[config.mk]
export PLATFORM = sky130hd
export DESIGN_NAME = mtm_div
export DESIGN_NICKNAME = d
export VERILOG_FILES = /design/src/rtl/core/mtm_pkg.sv /design/src/rtl/core/mtm_div.sv
export SDC_FILE = /design/constraint.sdc
export NUM_CORES = 1
export LEC_CHECK = 0
export BUFFER_PORTS_ARGS = -buffer_cell sky130_fd_sc_hd__buf_2
export CAP_MARGIN = 20
export CORE_MARGIN = 2
export CORE_UTILIZATION = 55
export DETAILED_ROUTE_END_ITERATION = 16
export PLACE_DENSITY_LB_ADDON = 0.05
export SLEW_MARGIN = 5
export SYNTH_ARGS = -nofsm -noshare
export SYNTH_HDL_FRONTEND = slang
export SYNTH_SLANG_ARGS = --single-unit
[constraint.sdc]
create_clock -name clk -period 3 [get_ports clk]
set_input_delay 0.15 -clock clk [delete_from_list [all_inputs] [get_ports clk]]
set_output_delay 0.15 -clock clk [all_outputs]
set_load 0.05 [all_outputs]
[src/rtl/core/mtm_pkg.sv]
// ----------------------------------------------------------------------------
// MIDI track merge timer package
// Shared codes, constants and the divider handshake types.
// ----------------------------------------------------------------------------
package mtm_pkg;

  localparam logic [1:0] MODE_RESTART = 2'd0;
  localparam logic [1:0] MODE_PUSH_EV = 2'd1;
  localparam logic [1:0] MODE_PUSH_TP = 2'd2;
  localparam logic [1:0] MODE_POP     = 2'd3;

  localparam logic [1:0] ST_OK     = 2'd0;
  localparam logic [1:0] ST_EMPTY  = 2'd1;
  localparam logic [1:0] ST_BADDIV = 2'd2;

  localparam logic [15:0] TD_RESET   = 16'd96;
  localparam logic [31:0] MPB_RESET  = 32'd500;
  localparam logic [31:0] MS_PER_S   = 32'd1000;
  localparam logic [31:0] MS_DROP    = 32'd1001;
  localparam logic [6:0]  FPS_DROP   = 7'd29;
  localparam logic [7:0]  FPS_FULL   = 8'd30;
  localparam int          SMPTE_BIT  = 15;
  localparam int          TEMPO_BITS = 24;

  typedef struct packed {
    logic        start;
    logic [31:0] dividend;
    logic [31:0] divisor;
  } div_req_t;

  typedef struct packed {
    logic        done;
    logic [31:0] quot;
    logic [31:0] rem;
  } div_rsp_t;

endpackage

[src/rtl/core/mtm_div.sv]
// ----------------------------------------------------------------------------
// Shared divider
// Restoring 32-bit unsigned divider, one quotient bit per cycle.
// ----------------------------------------------------------------------------
module mtm_div import mtm_pkg::*; (
  input  logic     clk,
  input  logic     rst,
  input  div_req_t req,
  output div_rsp_t rsp
);

  logic        busy;
  logic        done;
  logic [4:0]  cnt;
  logic [31:0] dvd;
  logic [31:0] dsr;
  logic [31:0] rem;
  logic [32:0] trial;
  logic        ge;

  assign trial = {rem, dvd[31]};
  assign ge    = trial >= {1'b0, dsr};

  always_ff @(posedge clk) begin
    if (rst) begin
      busy <= 1'b0;
      done <= 1'b0;
      cnt  <= '0;
    end else if (req.start) begin
      busy <= 1'b1;
      done <= 1'b0;
      cnt  <= '0;
    end else if (busy) begin
      cnt <= cnt + 5'd1;
      if (cnt == 5'd31) begin
        busy <= 1'b0;
        done <= 1'b1;
      end
    end else begin
      done <= 1'b0;
    end
  end

  always_ff @(posedge clk) begin
    if (req.start) begin
      dvd <= req.dividend;
      dsr <= req.divisor;
      rem <= '0;
    end else if (busy) begin
      rem <= ge ? 32'(trial - {1'b0, dsr}) : trial[31:0];
      dvd <= {dvd[30:0], ge};
    end
  end

  assign rsp.done = done;
  assign rsp.quot = dvd;
  assign rsp.rem  = rem;

endmodule

# [Yosys cells after proc, flatten, opt, wreduce, memory -nomap -nowiden]
# Cells that the tools add are included.
[totals] out_inout_bits=65 reg_bits=103 in_bits=67
[classes] n_reduce_logical=3 eq_ne=1 bitwise=1 add_sub_neg=2 muxes=6 order_cmp=1
[ops] cell="$mux W32" count=3
[ops] cell="$ge A33 B32 Y1" count=1
[ops] cell="$sub A32 B32 Y32" count=1
[ops] cell="$add A5 B1 Y5 const B" count=1
[ops] cell="$eq A5 B5 Y1 const B" count=1
[ops] cell="$mux W1" count=3
[ops] cell="$reduce_or A3 Y1" count=1
[ops] cell="$reduce_bool A2 Y1" count=1
[ops] cell="$reduce_or A2 Y1" count=1
[ops] cell="$not A1 Y1" count=1

# [Logic depth before layout (Yosys ltp)]
# Gate-level depths: netlist of the first run.
[depth] depth_word=4 depth_mapped=14

# [Least setup slack after synthesis of the first run]
# OpenSTA, ideal clock, no wires.
[synth_timing] path_kind="reg2reg" from="reg dvd[31]" to="reg rem[28]" n_path_buf=0 setup_slack_ps=17 synth_period_minus_slack_ps=2983 required_ps=2914 stages_incl_launch_ff=13 arrival_time_ps=2898 path_cell_list="edfxtp_1 -> inv_1 -> ha_1 -> fa_1 -> nor2b_1 -> o2111ai_1 -> a31oi_2 -> o211ai_2 -> a211oi_2 -> o21ai_0 -> xnor2_1 -> mux2i_1 -> a211oi_1"
[synth_via] elab_chain_cells=2 elab_cells_between_ends=3 classes_between="add/sub: 1; order compare: 1; mux: 1"
[synth_lines] item="start, declared" line_no="mtm_div.sv:15" rtl="logic [31:0] dvd;"
[synth_lines] item="start signal, assigned" line_no="mtm_div.sv:46" rtl="dvd <= req.dividend;"
[synth_lines] item="start signal, assigned" line_no="mtm_div.sv:51" rtl="dvd <= {dvd[30:0], ge};"
[synth_lines] item="$sub A32 B32 Y32 or $ge A33 B32 Y1 (tied branches)" line_no="mtm_div.sv:50, mtm_div.sv:22"
[synth_lines] item="$mux W32 (*)" line_no="mtm_div.sv:50" rtl="rem <= ge ? 32'(trial - {1'b0, dsr}) : trial[31:0];"
[synth_lines] item="end signal, assigned" line_no="mtm_div.sv:50"
[synth_lines] item="end, declared" line_no="mtm_div.sv:17" rtl="logic [31:0] rem;"
# Mark *: on every way between the ends. The rest lies on a longest branch, timed or not.
# A chain may end at the register's enable or synchronous reset.

# [Worst setup path after layout of the first run]
# Ends and elaborated chain as after synthesis.

==> results.cfg, run 1 <==
[run_status]
outcome = finished, final reports clean

[grt]
grt_start_max_net_pins = 44
grt_pass1_vias = 4972
grt_util_all_layers_pct = 25.81
grt_antenna_before_repair = 0
grt_first_pass_wirelength_um = 23790
grt_remaining_overflow = 0

[worst_setup_path]
worst_reg2reg_path_length_in_cells = 12
critical_path.reg2reg.startpoint = dvd[31]
type_of_origin_of_the_critical_path = flop
crit_path_end = rem[28]
critical_path.max_fanout = 3
end_kind = flop
regToRegEndpoint = rem[28]
ff2ff_setup_slack_ns = 0.19
path_cells = inv_1 > ha_1 > fa_1 > nor2b_1 > o2111ai_1 > a31oi_2 > o211ai_2 > a211oi_2 > o21ai_0 > xnor2_1 > mux2i_1 > a211oi_1
cpLargestDelayFamily = compound AO/OA/AOI/OAI gates
cp.buffers_inverters = 1
library_cell_contributing_the_largest_single_delay_on_the_critical_path = sky130_fd_sc_hd__fa_1
crit_start = dvd[31]
timing.critical_path.required_ns = 3.32
critical_path.max_stage_delay_ns = 0.39
timing.critical_path.depth = 12
worst-setup-path-type = reg2reg
worst-endpoint-arrival_ns = 3.13

[synth]
synth_edf_count = 64
async_flop_share_pct = 0
synth-seq-area-share_pct = 44.81
post_synth_instance_area_um2 = 6031
syn_avg_cell_area_um2 = 9.952
net_count_of_the_mapped_netlist = 708
ys_ff_latch = 103
synth_flop_cell = sky130_fd_sc_hd__edfxtp_1
synthCells = 606
synth_cell_type_count = 60
yosysWarningCount = 0

[sta]
slew_hr_pct = 57.13
max_freq_mhz = 355.4
worst_slew_pin_slew_ns = 0.6431
grt_setup_unrepaired = yes
fin_crit_ns = 2.814
tns_ns = 0
final_critical_path_setup_slack_ns = 0.1860
report.final.slew_viol_count = 0
timing.clock.skew_ns = 0.01460
report.final.hold_viol_count = 0
finalSetupViolations = 0
period_share_pct = 93.80

[cells_and_area]
filler_cell_count_in_the_final_layout = 858
post_route_cells_drive_above_1_share_pct = 28.65
antenna-diode-count = 0
area_growth_pct = 23.69
nNetsFinal = 865
layoutNonFillerInstCount = 908
final_util_pct = 69.42
layout_commonest_cell = sky130_fd_sc_hd__buf_2
layout_common_cells = 130 x sky130_fd_sc_hd__buf_2, 64 x sky130_fd_sc_hd__edfxtp_1, 54 x sky130_fd_sc_hd__nor2_1

[floorplanning]
die_height_um = 108.7
core-area_um2 = 10750
fp.dieW_um = 108.7
rows = 38
ioPinCount = 132
die_area_um2 = 11820
initial_core_util_pct = 56.12

[route]
viasPerCell = 5.634
drt-wirelength-per-cell_um = 16.40
drcViolationCount = 0
firstDrtPassIters = 5
drtAntennaViolNets = 0
drt_iter0_drc = 334
vias = 5116
finalWirelength_um = 14890

[power_and_ir_drop]
fin_total_pwr_uw = 3973
p_leak_uw = 0.003309
vdd.ir_drop.worst_mv = 0.4341
power.density_nw_per_um2 = 532.6

[cts]
clkSinkCount = 103
h-tree-depth = 3
clkTransAtPathRegs_ns = 0.11
clock_latency_ns = 0.40
tritoncts.num_buffers = 9
cts_max_path_buffers = 2
cts_tree = yes
cts_root_buffer = sky130_fd_sc_hd__clkbuf_8

[placed_design]
place.detailed.hpwl_um = 10610
port_buffers = 131
place_congestion = 0.9278
dpl_worst_slack_ns = 0.1740
cell_total_after_placement = 855

[min_path]
worstHoldPathType = in2reg

[job]
max-cap-violations = 0
[state kept, by name, indices dropped and copies added, names as in the netlist]
register  flops
cnt           5
rem          32
done          1
busy          1
dsr          32
dvd          32
[worst min path at each step]
stage | from | end | slack, ns | depth (start not counted)
after CTS | req[58] | dvd[26] | 0.02 | 2
after detailed placement | req[19] | dsr[19] | 0.33 | 1
after global routing | req[58] | dvd[26] | 0.03 | 2
after floorplan | rst | busy | 0.22 | 1
final | req[58] | dvd[26] | 0.04 | 2
after global placement | req[28] | dsr[28] | 0.33 | 1
[Yosys cell counts, drive strengths merged, types with 2 or more instances]
master / count / area share, %
o211ai: 6 / 0.83
nor3: 17 / 1.4
or3: 3 / 0.31
inv: 46 / 2.9
nand3: 17 / 1.4
o21bai: 4 / 0.50
a32oi: 3 / 0.44
a21bo: 2 / 0.33
and2: 3 / 0.31
xor2: 12 / 1.7
nand4: 7 / 0.83
a21o: 11 / 1.4
a31oi: 6 / 0.83
nand2: 33 / 2.1
nand2b: 4 / 0.41
edfxtp: 64 / 32
mux2i: 13 / 2.2
a221oi: 2 / 0.39
nor2: 54 / 3.4
a21oi: 48 / 4.3
o21a: 8 / 1.0
o311ai: 2 / 0.29
o31ai: 4 / 0.50
nor2b: 6 / 0.62
o21ai: 29 / 2.4
clkbuf: 21 / 1.3
o2111ai: 2 / 0.29
ha: 34 / 7.1
buf: 14 / 1.7
dfxtp: 39 / 13
xnor2: 16 / 2.3
and3: 2 / 0.21
nand3b: 4 / 0.50
nor4: 4 / 0.41
a211oi: 24 / 3.2
mux2: 31 / 5.8
[layout make-up]
type / instances / area, um2 / share of cell area [%]
Inverter: 46 / 172.7 / 2.315
Timing Repair Buffer: 181 / 1171 / 15.70
Tap cell: 140 / 175.2 / 2.348
Clock buffer: 10 / 148.9 / 1.996
Multi-Input combinational cell: 422 / 3032 / 40.64
Sequential cell: 103 / 2704 / 36.25
Clock inverter: 6 / 56.30 / 0.7548
[metrics by stage]
step | instance area, um2 | hold WS, ns
CTS | 7342 | 0.02431
floorplan | 6031 | 0.2224
global route | 7460 | 0.02750
detailed placement | 6807 | 0.3281
finish | 7460 | 0.04358
global placement | 6807 | 0.3262
[report_power, final]
group / internal (uW) / total (uW) / leakage (uW) / switching [uW]
combinational: 484 / 1330 / 0.00225 / 845
sequential: 1640 / 1720 / 0.000955 / 81.7
clock: 375 / 923 / 0.000108 / 549
[timing repair]
item | CTS | global route
hold buffers | 33 | 0
buffers inserted | 0 | 3
hold endpoints to repair | 39 | 0
gates resized for setup | 0 | 13
endpoints found under the setup margin | 0 | 14
[worst register-to-register path: cells and delay by family (launching register included)]
kind | cells | cell delay, ns
buffers and inverters | 1 | 0.05
AND/OR/NAND/NOR | 1 | 0.19
multiplexers | 1 | 0.09
XOR/XNOR | 1 | 0.16
adder cells (fa/ha/maj) | 2 | 0.61
AO/OA/AOI/OAI | 6 | 1.25
flip-flops | 1 | 0.38
[cell families (layout without fill, tap and decap cells)]
logic type	count (synthesis)	in the layout	share of synthesized area (%)
multiplexers	44	44	7.946
adder cells (fa/ha/maj)	35	35	7.386
buffers and inverters	81	243	5.871
XOR/XNOR	28	28	4.066
AND/OR/NAND/NOR	158	158	12.43
AO/OA/AOI/OAI	157	157	17.49
flip-flops	103	103	44.81
[per-layer routing]
metal	global-route usage, %	wire length (um)	up-vias
li1	-	-	2516
met1	32.29	6491	2425
met2	43.57	7242	160
met3	7.651	956	15
met4	6.960	203	0
met5	0	0	-
Note: power is estimated with default switching activity, not from simulation.
==> inputs of run 2 (changes only) <==
==> constraint.sdc (replaced) <==
create_clock -name clk -period 3 [get_ports clk]
set_input_delay 0.15 -clock clk [delete_from_list [all_inputs] [get_ports clk]]
set_output_delay 0.15 -clock clk [all_outputs]
set_load 0.1 [all_outputs]
==> results.cfg, run 2 (synthesis gave the netlist of run 1 again) <==
[run_status]
outcome = finished, final reports clean

[worst_setup_path]
library_cell_contributing_the_largest_single_delay_on_the_critical_path = sky130_fd_sc_hd__edfxtp_1
end_kind = flop
critical_path.max_stage_delay_ns = 0.38
type_of_origin_of_the_critical_path = flop
critical_path.max_fanout = 5
worst-setup-path-type = reg2reg
worst-endpoint-arrival_ns = 3.13
worst_reg2reg_path_length_in_cells = 12
timing.critical_path.required_ns = 3.32
path_cells = inv_1 > ha_2 > fa_2 > nor2b_2 > o2111ai_2 > a31oi_4 > o211ai_2 > a211oi_2 > o21ai_1 > xnor2_1 > mux2i_1 > a211oi_1

[cells_and_area]
filler_cell_count_in_the_final_layout = 855
nNetsFinal = 865
layout_commonest_cell = sky130_fd_sc_hd__buf_2
largest_registers = dsr: 32 flops, dvd: 32 flops, rem: 32 flops
final_util_pct = 69.31
antenna-diode-count = 0
area_growth_pct = 23.49
layout_common_cells = 130 x sky130_fd_sc_hd__buf_2, 64 x sky130_fd_sc_hd__edfxtp_1, 54 x sky130_fd_sc_hd__nor2_1
post_route_cells_drive_above_1_share_pct = 31.12

[route]
firstDrtPassIters = 4
drcViolationCount = 0
finalWirelength_um = 14980
viasPerCell = 5.623
drt_iter0_drc = 234
drt-wirelength-per-cell_um = 16.50
drtAntennaViolNets = 0
vias = 5106

[floorplanning]
ioPinCount = 132
die_area_um2 = 11820
rows = 38
initial_core_util_pct = 56.12
fp.dieW_um = 108.7
core-area_um2 = 10750
die_height_um = 108.7

[job]
max-cap-violations = 0

[placed_design]
place_congestion = 0.9807
place.detailed.hpwl_um = 10860
port_buffers = 131
dpl_worst_slack_ns = 0.1929

[sta]
report.final.slew_viol_count = 0
slew_hr_pct = 57.47
finalSetupViolations = 0
max_freq_mhz = 355.3
fin_crit_ns = 2.815
worst_slew_pin_slew_ns = 0.6379
report.final.hold_viol_count = 0
timing.clock.skew_ns = 0.01680
final_critical_path_setup_slack_ns = 0.1852
period_share_pct = 93.83
grt_setup_unrepaired = no

[min_path]
worstHoldPathType = in2reg
timing.hold.worst_path_depth = 2

[cts]
clkSinkCount = 103
clock_latency_ns = 0.40
tritoncts.num_buffers = 9
h-tree-depth = 3
cts_root_buffer = sky130_fd_sc_hd__clkbuf_8
cts_tree = yes
cts_max_path_buffers = 2
clkTransAtPathRegs_ns = 0.11

[power_and_ir_drop]
power.density_nw_per_um2 = 570.1
p_leak_uw = 0.003306
fin_total_pwr_uw = 4245
vdd.ir_drop.worst_mv = 0.5685

[grt]
grt_start_max_net_pins = 48
grt_first_pass_wirelength_um = 23660
grt_antenna_before_repair = 0
grt_pass1_vias = 4973
grt_util_all_layers_pct = 25.92
grt_remaining_overflow = 0
==> run 2: metrics by stage <==
step / cell area, um2 / TNS [ns] / cells / hold slack, ns
after global placement: 6885 / 0 / 857 / 0.3264
after detailed placement: 6885 / 0 / 857 / 0.3281
after global routing: 7447 / 0 / 908 / 0.02340
final: 7447 / 0 / 908 / 0.04339
after CTS: 7426 / 0 / 907 / 0.02630
after floorplan: 6095 / -0.2365 / 606 / 0.2224
==> run 2: where the power goes <==
group,switching [uW],internal (uW)
combinational,1150,472
sequential,80.5,1640
clock,539,364
total,1770,2480
==> run 2: area by class of cell <==
class | count | area, um2 | area share (%)
Clock inverter | 5 | 48.80 | 0.6552
Clock buffer | 11 | 151.4 | 2.033
Multi-Input combinational cell | 422 | 3025 | 40.62
Sequential cell | 103 | 2730 | 36.66
Timing Repair Buffer | 181 | 1144 | 15.36
Tap cell | 140 | 175.2 | 2.352
Inverter | 46 | 172.7 | 2.319
==> run 2: repair_timing <==
action                     in CTS  in global routing
setup buffers                   0                  1
gates resized for setup         0                  3
hold buffers                   34                  0
setup endpoints to repair       0                  4
hold endpoints to repair       39                  0
==> run 2: final timing paths <==
kind	slack, ns	from	end
min	0.04	req[34]	dvd[2]
max	0.19	dvd[31]	rem[28]
max reg2reg	0.19	dvd[31]	rem[28]
min reg2reg	0.50	rem[1]	rem[1]
==> run 2: routing by layer <==
| layer | GRT usage, % | vias to the layer above | routed length (um) |
|---|---|---|---|
| met5 | 0 | - | 0 |
| met1 | 32.10 | 2410 | 6410 |
| met3 | 7.352 | 21 | 983 |
| li1 | - | 2519 | - |
| met2 | 43.79 | 156 | 7324 |
| met4 | 8.242 | 0 | 265 |
==> run 2: worst max-delay path: cells and delay by family (launching register included) <==
kind	cells	cell delay, ns
DFF	1	0.38
adders and majority gates	2	0.53
buffers and inverters	1	0.05
muxes	1	0.09
and+or+nand+nor	1	0.20
xor gates and xnor gates	1	0.15
AOI/OAI and AO/OA	6	1.32
